### src/hdl/bbc_pkg.sv
// shared types, register indexes and the world edge saturation for the mask box collider
package bbc_pkg;

  localparam int DIM_W   = 13;
  localparam int LOC_W   = 11;
  localparam int SCALE_W = 24;
  localparam int POS_W   = 16;
  localparam int WORLD_W = 21;
  localparam int IDX_W   = 3;
  localparam int DATA_W  = 24;
  localparam int PROD_W  = DIM_W + SCALE_W;
  localparam int SUM_W   = PROD_W + 2;

  localparam logic [IDX_W-1:0] REG_MASK_WIDTH   = 3'd0;
  localparam logic [IDX_W-1:0] REG_MASK_HEIGHT  = 3'd1;
  localparam logic [IDX_W-1:0] REG_SCALE_X      = 3'd2;
  localparam logic [IDX_W-1:0] REG_SCALE_Y      = 3'd3;
  localparam logic [IDX_W-1:0] REG_COLLISION_ON = 3'd4;
  localparam logic [IDX_W-1:0] REG_POS_X        = 3'd5;
  localparam logic [IDX_W-1:0] REG_POS_Y        = 3'd6;

  typedef struct packed {
    logic [DIM_W-1:0] x1;
    logic [DIM_W-1:0] y1;
    logic [DIM_W-1:0] x2;
    logic [DIM_W-1:0] y2;
  } box_t;

  typedef struct packed {
    logic [SCALE_W-1:0]      scale_x;
    logic [SCALE_W-1:0]      scale_y;
    logic                    collision_on;
    logic signed [POS_W-1:0] pos_x;
    logic signed [POS_W-1:0] pos_y;
  } cfg_t;

  function automatic logic signed [WORLD_W-1:0] sat_world(input logic signed [SUM_W-1:0] v);
    logic signed [SUM_W-1:0] hi;
    logic signed [SUM_W-1:0] lo;
    hi = SUM_W'((64'sd1 <<< (WORLD_W - 1)) - 64'sd1);
    lo = -hi - SUM_W'(1);
    if (v > hi) begin
      return hi[WORLD_W-1:0];
    end else if (v < lo) begin
      return lo[WORLD_W-1:0];
    end
    return v[WORLD_W-1:0];
  endfunction

endpackage

### src/hdl/bbc_front.sv
// pixel scanner: tracks the set-pixel extent and emits the local box at frame end
module bbc_front import bbc_pkg::*; #(
  parameter int MAX_DIM = 1024
) (
  input  logic             clk,
  input  logic             rst,
  input  logic             restart,
  input  logic [LOC_W-1:0] mask_width,
  input  logic [LOC_W-1:0] mask_height,
  input  logic             pixel_valid,
  output logic             pixel_ready,
  input  logic             pixel_set,
  input  logic             full,
  output logic             push,
  output box_t             box
);

  localparam int CW = $clog2(MAX_DIM);

  logic [CW-1:0] col, row;
  logic [CW-1:0] min_col, max_col, min_row, max_row;
  logic [CW-1:0] min_col_next, max_col_next, min_row_next, max_row_next;
  logic          seen, seen_next;
  logic [DIM_W-1:0] w, h, wc, hc;
  logic          accept, hit, col_last, row_last, frame_last;

  // out-of-range sizes clamp to 1 .. MAX_DIM
  always_comb begin
    wc = DIM_W'(mask_width);
    hc = DIM_W'(mask_height);
    if (wc == '0) begin
      w = DIM_W'(1);
    end else if (wc > DIM_W'(MAX_DIM)) begin
      w = DIM_W'(MAX_DIM);
    end else begin
      w = wc;
    end
    if (hc == '0) begin
      h = DIM_W'(1);
    end else if (hc > DIM_W'(MAX_DIM)) begin
      h = DIM_W'(MAX_DIM);
    end else begin
      h = hc;
    end
  end

  assign pixel_ready = !full;
  assign accept      = pixel_valid && !full;
  assign hit         = accept && pixel_set;
  assign col_last    = (DIM_W'(col) + DIM_W'(1)) >= w;
  assign row_last    = (DIM_W'(row) + DIM_W'(1)) >= h;
  assign frame_last  = col_last && row_last;
  assign push        = accept && frame_last && !restart;

  always_comb begin
    seen_next    = seen | hit;
    min_col_next = (hit && (!seen || col < min_col)) ? col : min_col;
    min_row_next = (hit && (!seen || row < min_row)) ? row : min_row;
    max_col_next = (hit && col > max_col) ? col : max_col;
    max_row_next = (hit && row > max_row) ? row : max_row;
  end

  // with no set pixel the near edges fall back to the frame size
  always_comb begin
    box.x1 = seen_next ? DIM_W'(min_col_next) : w;
    box.y1 = seen_next ? DIM_W'(min_row_next) : h;
    box.x2 = DIM_W'(max_col_next) + DIM_W'(1);
    box.y2 = DIM_W'(max_row_next) + DIM_W'(1);
  end

  always_ff @(posedge clk) begin
    if (rst || restart) begin
      col     <= '0;
      row     <= '0;
      seen    <= 1'b0;
      max_col <= '0;
      max_row <= '0;
    end else if (accept) begin
      if (frame_last) begin
        col     <= '0;
        row     <= '0;
        seen    <= 1'b0;
        max_col <= '0;
        max_row <= '0;
      end else begin
        if (col_last) begin
          col <= '0;
          row <= row + CW'(1);
        end else begin
          col <= col + CW'(1);
        end
        seen    <= seen_next;
        max_col <= max_col_next;
        max_row <= max_row_next;
      end
    end
  end

  always_ff @(posedge clk) begin
    if (accept) begin
      min_col <= min_col_next;
      min_row <= min_row_next;
    end
  end

endmodule

### src/hdl/bbc_fifo.sv
// short box queue between the scanner and the world box pipeline
module bbc_fifo import bbc_pkg::*; #(
  parameter int DEPTH = 2
) (
  input  logic clk,
  input  logic rst,
  input  logic push,
  input  box_t din,
  output logic full,
  input  logic pop,
  output box_t dout,
  output logic empty
);

  localparam int AW = $clog2(DEPTH);

  box_t          mem [DEPTH];
  logic [AW-1:0] wr_ptr, rd_ptr;
  logic [AW:0]   count;

  assign full  = count == (AW+1)'(DEPTH);
  assign empty = count == '0;
  assign dout  = mem[rd_ptr];

  always_ff @(posedge clk) begin
    if (rst) begin
      wr_ptr <= '0;
      rd_ptr <= '0;
      count  <= '0;
    end else begin
      if (push) begin
        wr_ptr <= (wr_ptr == AW'(DEPTH - 1)) ? '0 : wr_ptr + AW'(1);
      end
      if (pop) begin
        rd_ptr <= (rd_ptr == AW'(DEPTH - 1)) ? '0 : rd_ptr + AW'(1);
      end
      if (push && !pop) begin
        count <= count + (AW+1)'(1);
      end else if (pop && !push) begin
        count <= count - (AW+1)'(1);
      end
    end
  end

  always_ff @(posedge clk) begin
    if (push) begin
      mem[wr_ptr] <= din;
    end
  end

endmodule

### src/hdl/bbc_back.sv
// world box pipeline: scale multiply, then position add and saturation into the output register
module bbc_back import bbc_pkg::*; #(
  parameter int FRAC_BITS = 16
) (
  input  logic                      clk,
  input  logic                      rst,
  input  cfg_t                      cfg,
  input  logic                      empty,
  output logic                      pop,
  input  box_t                      box,
  output logic                      box_valid,
  input  logic                      box_ready,
  output logic [LOC_W-1:0]          local_x1,
  output logic [LOC_W-1:0]          local_y1,
  output logic [LOC_W-1:0]          local_x2,
  output logic [LOC_W-1:0]          local_y2,
  output logic signed [WORLD_W-1:0] world_x1,
  output logic signed [WORLD_W-1:0] world_y1,
  output logic signed [WORLD_W-1:0] world_x2,
  output logic signed [WORLD_W-1:0] world_y2
);

  logic              adv;
  logic              s1_valid;
  box_t              s1_box;
  logic [PROD_W-1:0] p_x1, p_y1, p_x2, p_y2;
  logic signed [WORLD_W-1:0] e_x1, e_y1, e_x2, e_y2;

  function automatic logic signed [WORLD_W-1:0] world_edge(
    input logic signed [POS_W-1:0] pos,
    input logic [PROD_W-1:0]       prod,
    input logic                    sub
  );
    logic signed [SUM_W-1:0] s;
    logic [PROD_W-1:0]       t;
    t = prod >> FRAC_BITS;
    s = $signed({{(SUM_W - POS_W){pos[POS_W-1]}}, pos})
      + $signed({2'b00, t})
      - $signed(SUM_W'(sub));
    return sat_world(s);
  endfunction

  assign adv = !box_valid || box_ready;
  assign pop = adv && !empty;

  always_ff @(posedge clk) begin
    if (rst) begin
      s1_valid  <= 1'b0;
      box_valid <= 1'b0;
    end else if (adv) begin
      s1_valid  <= !empty;
      box_valid <= s1_valid;
    end
  end

  always_ff @(posedge clk) begin
    if (adv) begin
      s1_box <= box;
      p_x1   <= PROD_W'(box.x1) * PROD_W'(cfg.scale_x);
      p_y1   <= PROD_W'(box.y1) * PROD_W'(cfg.scale_y);
      p_x2   <= PROD_W'(box.x2) * PROD_W'(cfg.scale_x);
      p_y2   <= PROD_W'(box.y2) * PROD_W'(cfg.scale_y);
    end
  end

  always_comb begin
    e_x1 = world_edge(cfg.pos_x, p_x1, 1'b0);
    e_y1 = world_edge(cfg.pos_y, p_y1, 1'b0);
    e_x2 = world_edge(cfg.pos_x, p_x2, 1'b1);
    e_y2 = world_edge(cfg.pos_y, p_y2, 1'b1);
  end

  always_ff @(posedge clk) begin
    if (adv) begin
      local_x1 <= s1_box.x1[LOC_W-1:0];
      local_y1 <= s1_box.y1[LOC_W-1:0];
      local_x2 <= s1_box.x2[LOC_W-1:0];
      local_y2 <= s1_box.y2[LOC_W-1:0];
      world_x1 <= cfg.collision_on ? e_x1 : '0;
      world_y1 <= cfg.collision_on ? e_y1 : '0;
      world_x2 <= cfg.collision_on ? e_x2 : '0;
      world_y2 <= cfg.collision_on ? e_y2 : '0;
    end
  end

endmodule

### src/hdl/mask_bounding_box_collider.sv
// top level of the mask bounding box collider: config registers, scanner, box queue, world pipeline
// Takes one mask pixel request per clock in row-major order and, with the last pixel of each
// mask_width by mask_height frame, queues that frame's local box; the box result leaves
// through a multiply stage and an add/saturate stage into the output register. Frames run
// back to back at one pixel per cycle; pixel_ready drops only when the QUEUE_DEPTH entry box queue
// is full because the result side is stalled. Writing mask_width or mask_height restarts the scan.
module mask_bounding_box_collider import bbc_pkg::*; #(
  parameter int MAX_DIM     = 1024,
  parameter int FRAC_BITS   = 16,
  parameter int QUEUE_DEPTH = 2
) (
  input  logic                      clk,
  input  logic                      rst,
  input  logic                      cfg_valid,
  output logic                      cfg_ready,
  input  logic [IDX_W-1:0]          cfg_index,
  input  logic [DATA_W-1:0]         cfg_data,
  input  logic                      pixel_valid,
  output logic                      pixel_ready,
  input  logic                      pixel_set,
  output logic                      box_valid,
  input  logic                      box_ready,
  output logic [LOC_W-1:0]          local_x1,
  output logic [LOC_W-1:0]          local_y1,
  output logic [LOC_W-1:0]          local_x2,
  output logic [LOC_W-1:0]          local_y2,
  output logic signed [WORLD_W-1:0] world_x1,
  output logic signed [WORLD_W-1:0] world_y1,
  output logic signed [WORLD_W-1:0] world_x2,
  output logic signed [WORLD_W-1:0] world_y2
);

  logic [LOC_W-1:0] mask_width, mask_height;
  cfg_t             cfg;
  logic             cfg_we, restart;
  logic             push, pop, full, empty;
  box_t             box_in, box_out;

  assign cfg_ready = 1'b1;
  assign cfg_we    = cfg_valid && cfg_ready;
  assign restart   = cfg_we && (cfg_index == REG_MASK_WIDTH || cfg_index == REG_MASK_HEIGHT);

  always_ff @(posedge clk) begin
    if (rst) begin
      mask_width       <= LOC_W'(1024);
      mask_height      <= LOC_W'(1024);
      cfg.scale_x      <= SCALE_W'(65536);
      cfg.scale_y      <= SCALE_W'(65536);
      cfg.collision_on <= 1'b1;
      cfg.pos_x        <= '0;
      cfg.pos_y        <= '0;
    end else if (cfg_we) begin
      unique case (cfg_index)
        REG_MASK_WIDTH:   mask_width       <= cfg_data[LOC_W-1:0];
        REG_MASK_HEIGHT:  mask_height      <= cfg_data[LOC_W-1:0];
        REG_SCALE_X:      cfg.scale_x      <= cfg_data[SCALE_W-1:0];
        REG_SCALE_Y:      cfg.scale_y      <= cfg_data[SCALE_W-1:0];
        REG_COLLISION_ON: cfg.collision_on <= cfg_data[0];
        REG_POS_X:        cfg.pos_x        <= $signed(cfg_data[POS_W-1:0]);
        REG_POS_Y:        cfg.pos_y        <= $signed(cfg_data[POS_W-1:0]);
        default: begin
        end
      endcase
    end
  end

  bbc_front #(
    .MAX_DIM(MAX_DIM)
  ) u_front (
    .clk        (clk),
    .rst        (rst),
    .restart    (restart),
    .mask_width (mask_width),
    .mask_height(mask_height),
    .pixel_valid(pixel_valid),
    .pixel_ready(pixel_ready),
    .pixel_set  (pixel_set),
    .full       (full),
    .push       (push),
    .box        (box_in)
  );

  bbc_fifo #(
    .DEPTH(QUEUE_DEPTH)
  ) u_fifo (
    .clk  (clk),
    .rst  (rst),
    .push (push),
    .din  (box_in),
    .full (full),
    .pop  (pop),
    .dout (box_out),
    .empty(empty)
  );

  bbc_back #(
    .FRAC_BITS(FRAC_BITS)
  ) u_back (
    .clk      (clk),
    .rst      (rst),
    .cfg      (cfg),
    .empty    (empty),
    .pop      (pop),
    .box      (box_out),
    .box_valid(box_valid),
    .box_ready(box_ready),
    .local_x1 (local_x1),
    .local_y1 (local_y1),
    .local_x2 (local_x2),
    .local_y2 (local_y2),
    .world_x1 (world_x1),
    .world_y1 (world_y1),
    .world_x2 (world_x2),
    .world_y2 (world_y2)
  );

endmodule
### config.mk
export PLATFORM = sky130hd
export DESIGN_NAME = mask_bounding_box_collider
export DESIGN_NICKNAME = d
export VERILOG_FILES = /design/src/hdl/bbc_pkg.sv /design/src/hdl/bbc_front.sv /design/src/hdl/bbc_fifo.sv /design/src/hdl/bbc_back.sv /design/src/hdl/mask_bounding_box_collider.sv
export SDC_FILE = /design/constraint.sdc
export NUM_CORES = 2
export LEC_CHECK = 0
export ABC_AREA = 1
export BUFFER_PORTS_ARGS = -buffer_cell sky130_fd_sc_hd__buf_4
export CAP_MARGIN = 0
export CORE_AREA = 2 2 374 283
export DETAILED_ROUTE_END_ITERATION = 8
export DIE_AREA = 0 0 376 285
export PLACE_DENSITY_LB_ADDON = 0.05
export SLEW_MARGIN = 10
export SYNTH_ARGS = -nofsm -noshare
export SYNTH_HDL_FRONTEND = slang
export SYNTH_SLANG_ARGS = --single-unit
### constraint.sdc
create_clock -name clk -period 6.1 [get_ports clk]
set_input_delay 0.305 -clock clk [delete_from_list [all_inputs] [get_ports clk]]
set_output_delay 0.305 -clock clk [all_outputs]
set_load 0.005 [all_outputs]
# Word level (Yosys, flattened, before mapping)
# Memories as Yosys holds them, arrays and structs flattened. A register that Yosys moved wholly into a read port is not among the register bits.
# Index checks and enable logic that the tools add are counted.
# classes
multipliers	4
bitwise_logic	1
n_mux	45
n_reduce_logical	39
addsub	16
n_lt_le_gt_ge	16
n_eq_ne	7
# ops
operator	count
$mux 21	12
$gt 39x21->1 const B	4
$lt 39x21->1 const B	4
$mul 13x24->37	4
$mux 10	10
$add 16x22->23	4
$sub 39x2->39 const B	2
$mux 13	4
$add 10x1->11 const B	4
$ge 13x13->1	2
$gt 11x11->1 const B	2
$logic_not 11->1	2
$mux 11	2
$add 10x1->10 const B	2
$gt 10x10->1	2
$lt 10x10->1	2
$reduce_and 2->1	8
$mux 1	15
$logic_and 1x1->1	13
$eq 3x3->1 const B	3
$logic_not 1->1	7
$eq 3x2->1 const B	2
$logic_or 1x1->1	5
$mux 2	2
other kinds (9)	11
# word_totals
regBits	490
mem_count	1
ram_bits	96
out_inout_bits	131
word_cells	164
in_bits	33
# mem_list
memory	words	word_bits	read_ports	rd_clocked_by_memory_dff	wr	line	rtl
u_fifo.mem	2	48	1	1	1	bbc_fifo.sv:17	box_t mem [DEPTH];

# Logic depth before layout (Yosys ltp)
# depth
ltp_word	11
ltp_mapped	31
mapped_depth_nobuf	28

# By module
# From an unflattened synthesis, not the netlist that was laid out.
# unflattened
cells_unflattened	8086
area_unflattened_um2	66719.0
# by_module_without_submodules
module	cells_each	area_each_um2	seq_area_each_um2	n_inst
bbc_back	6414	52512.9	7727.4	1
bbc_front	842	5734.2	1421.4	1
mask_bounding_box_collider	635	4237.8	2062.0	1
bbc_fifo	195	4234.1	3223.1	1

# Worst setup path before layout
# Ideal clock, no wire load.
# synth_timing
kind	reg2reg
start	reg (tool-made name)
end	reg u_back.p_x1[35], data pin
stages_incl_launch_ff	29
arrival_time_ns	5.764
path_buffers	4
setup_ns	0.259
setup_slack_ns	0.077
synth_period_minus_slack_ns	6.023
required_time_ns	5.841
path_cell_list	dfxtp_1 > buf_2 > buf_2 > clkbuf_1 > or2_2 > nand2_1 > inv_1 > clkbuf_1 > nand2_1 > fa_1 > fa_1 > inv_1 > fa_1 > inv_1 > fa_1 > inv_1 > fa_1 > ha_1 > nand2_1 > nor2_1 > nand4_1 > o21ai_0 > nand2_1 > nand2_1 > a21oi_1 > o21ai_0 > nand3_1 > a21boi_0 > nor2_1
# synth_lines
item	line	rtl
to (signal assigned)	bbc_back.sv:59	p_x1 <= PROD_W'(box.x1) * PROD_W'(cfg.scale_x);
to (decl)	bbc_back.sv:26	logic [PROD_W-1:0] p_x1, p_y1, p_x2, p_y2;

==> run_results.csv <==
group,metric,value,unit
critical_path,cp-end-kind,"flop",
logic_synthesis,avgSynthCellArea,8.18,µm²
critical_path,worstSetupPathType,"reg -> reg",
power,leakage,35.2,nW
die,io_pins,164,
logic_synthesis,synth.area.top_cells,"fa_1 (26%), edfxtp_1 (18%), ha_1 (11%)",
critical_path,cp_top_family,"adder cells",
placement,routabilityCongestion,0.945,
timing,post-route-worst-setup-slack,-43.2,ps
drt,finalWirelength,182000,µm
global_route,grt_antenna_before_repair,5,
cts,clock-sinks,515,
run_status,violations,"setup timing",
drt,antenna_left,0,
final_layout,final_net_count,9170,
logic_synthesis,synth_cells,7412,
critical_path,critPathMaxStageDelay,530,ps
final_layout,final_cells,9246,
final_layout,largest_reg_flops,88,
cts,cts_max_path_buffers,3,
flow_run,cap_viol_max_count,0,
cts,cts_buffers,58,
drt,drtIter0Drc,4500,
global_route,grt_pass1_wl,278000,µm
final_layout,regMostFlops,"u_fifo.mem",
power,vdd_drop_max,0.251,mV
logic_synthesis,synth_area,0.0606,mm²
drt,dr.pass1.iters,7,
timing,finalSetupViolations,3,
drt,num_vias,50521,
cts,clk_latency,680,ps
critical_path,cp_slowest_cell,"fa_1",
run_status,status,"finished with violations",
timing,fmax,163,MHz
timing,worst_pin_slew,1150,ps
final_layout,final_area,0.0704,mm²
drt,viasPerCell,5.46,
drt,avgRoutedWirePerCell,19.7,µm
global_route,first_global_vias,49267,
critical_path,worstPathRequired,6460,ps
logic_synthesis,post-synth-top-area-fraction,26.3,%
timing,drv_slew,0,
global_route,grt_max_degree,124,
critical_path,critPathMostFrequentCell,"fa_1",
placement,placed_area,0.0655,mm²
die,die_w,376,µm
logic_synthesis,ys_ff_latch,515,
drt,drc,0,
logic_synthesis,synth_area_leader_cell,"fa_1",
final_layout,utilization,67.6,%
final_layout,reg_top3,"u_fifo.mem: 88 flops, cfg: 81 flops, u_back.s1_box: 44 flops",
critical_path,cp-start-kind,"flop",
cts,htreeDepth,2,
placement,dp_hpwl,143000,µm
min_path,hold_path_class,"in -> reg",
placement,portBuffers,162,
power,pwr_density_cell,331,mW/mm²
logic_synthesis,synth.distinct_cells,57,
timing,post-route-min-period,6140,ps
timing,skew,63.6,ps
global_route,grt_util_all_layers,33.4,%
die,start_util,58.2,%
critical_path,cp_max_fo,15,
die,coreArea,0.104,mm²
final_layout,n_fill_cell,8571,
die,rows,103,
cts,tritoncts,"yes",
logic_synthesis,seq_area_frac_synth,23.0,%
timing,relSlewSlack,23.0,%
logic_synthesis,synth_nets,8758,
logic_synthesis,synth-edff-count,364,
critical_path,crit_arrival,6510,ps
timing,grt_setup_unrepaired,"yes",
die,die_area,0.107,mm²
final_layout,area_growth,16.0,%
logic_synthesis,synthArstFlopShare,0,%
timing,finalCritPeriodShare,101,%
cts,clk_pin_slew,70,ps
global_route,grt_overflow,0,
logic_synthesis,synth_ff_type,"edfxtp_1",
logic_synthesis,yosys_warnings,0,
final_layout,drive_above_1_share,15.9,%
critical_path,critPathBufInv,10,
die,die_y,285,µm
placement,dp.cells,9033,
cts,cts-root-buf,"clkbuf_16",
timing,hold_viol,0,
power,total_power,23.3,mW
## synth_stat cells, types with 40 or more instances
library cell and number:
inv_1 1469, edfxtp_1 364, fa_1 796, dfxtp_1 151, ha_1 517, clkbuf_1 242
nor2_1 841, o21ai_0 308, or2_2 57, a21oi_2 40, xor2_1 110, xnor2_1 47
nand3_1 169, nand2_1 1531, nand4_1 51, a21oi_1 369
## stage by stage
step / setup slack (ps) / hold slack, ps / setup TNS, ps
2_1_floorplan: 77.1 / 374 / 0
3_3_place_gp: -270 / 401 / -1770
3_5_place_dp: -352 / 405 / -3250
4_1_cts: -9.10 / 3.81 / -9.10
5_1_grt: -221 / 41.6 / -4040
6_report: -43.2 / 29.7 / -64.2
## cells by family (layout without fill, tap and decap cells)
family / Yosys count / after routing / synth area share (%)
other: 1 / 8 / 0.00618
flip-flops: 515 / 515 / 23.0
buffers and inverters: 1772 / 2234 / 11.0
AND/OR/NAND/NOR: 2798 / 2798 / 18.9
adder cells (fa/ha/maj): 1313 / 1313 / 36.9
XOR/XNOR: 157 / 157 / 2.27
AO/OA/AOI/OAI: 856 / 856 / 7.80
## layer usage
metal,track usage (%),vias up,part of all wire (%)
met1,49.6,24241,44
met2,48.5,2277,41
li1,-,23699,-
met5,0,-,0.0071
met3,9.83,302,12
met4,7.04,2,2.7
## placed cells by master, fill, tap and decap left out, types with 32 or more instances in the layout
cell and count:
or2_2 55, inv_1 1432, ha_4 41, inv_2 50, nand4_1 51, ha_1 474
xnor2_1 44, o21ai_0 268, a21oi_2 95, fa_1 788, nor2_2 45, clkbuf_16 67
buf_4 533, nand2_1 1451, nor3_1 32, a21oi_1 305, edfxtp_1 364, nand2_2 107
nor2_1 816, nand3_1 166, dfxtp_1 150, xor2_1 103
## final timing paths
check | from | endpoint | slack [ps] | cells past startpoint
worst max-delay path | flop | u_back.p_y1[28]$_DFFE_PP_ | -40 | 28
worst min-delay path | box_ready | u_back.box_valid$_SDFFE_PP0P_ | 30 | 4
worst max register to register | flop | u_back.p_y1[28]$_DFFE_PP_ | -40 | 28
worst min register to register | u_back.s1_box[45]$_DFFE_PP_ | u_back.local_x1[6]$_DFFE_PP_ | 410 | 0
## where the power goes
part | leakage, nW | internal, mW | switching (mW) | total (mW)
sequential | 4.98 | 5.01 | 0.419 | 5.43
combinational | 29.3 | 5.65 | 8.41 | 14.1
clock | 0.994 | 2.18 | 1.63 | 3.81
total | 35.2 | 12.8 | 10.5 | 23.3
## worst reg2reg max path, delay by kind of cell, from the launching register on
family | cells | cell delay (ps)
AOI/OAI and AO/OA | 3 | 590
and+or+nand+nor | 8 | 860
adders and majority gates | 6 | 2700
buffers and inverters | 10 | 1130
DFF | 1 | 380
xor gates and xnor gates | 1 | 170
## timing repair
action / CTS / global route
hold buffers: 10 / 0
pin swaps: 1 / 109
endpoints found under the setup margin: 31 / 70
buffers inserted: 2 / 72
hold endpoints to repair: 15 / 0
resized for setup: 26 / 414
gates cloned: 1 / 14
## area by class of cell
cell class | instances | area [µm²] | share of cell area [%]
repair inverters | 4 | 30.0 | 0.0427
flip-flops and latches | 515 | 14000 | 19.8
repair buffers | 610 | 5230 | 7.43
clock inverters | 40 | 500 | 0.711
inverters | 1510 | 5730 | 8.15
clock buffers | 70 | 1550 | 2.20
well taps | 1365 | 1710 | 2.43
diodes | 7 | 17.5 | 0.0249
multi-input cells | 5125 | 41600 | 59.2
(Power assumes the default switching activity.)
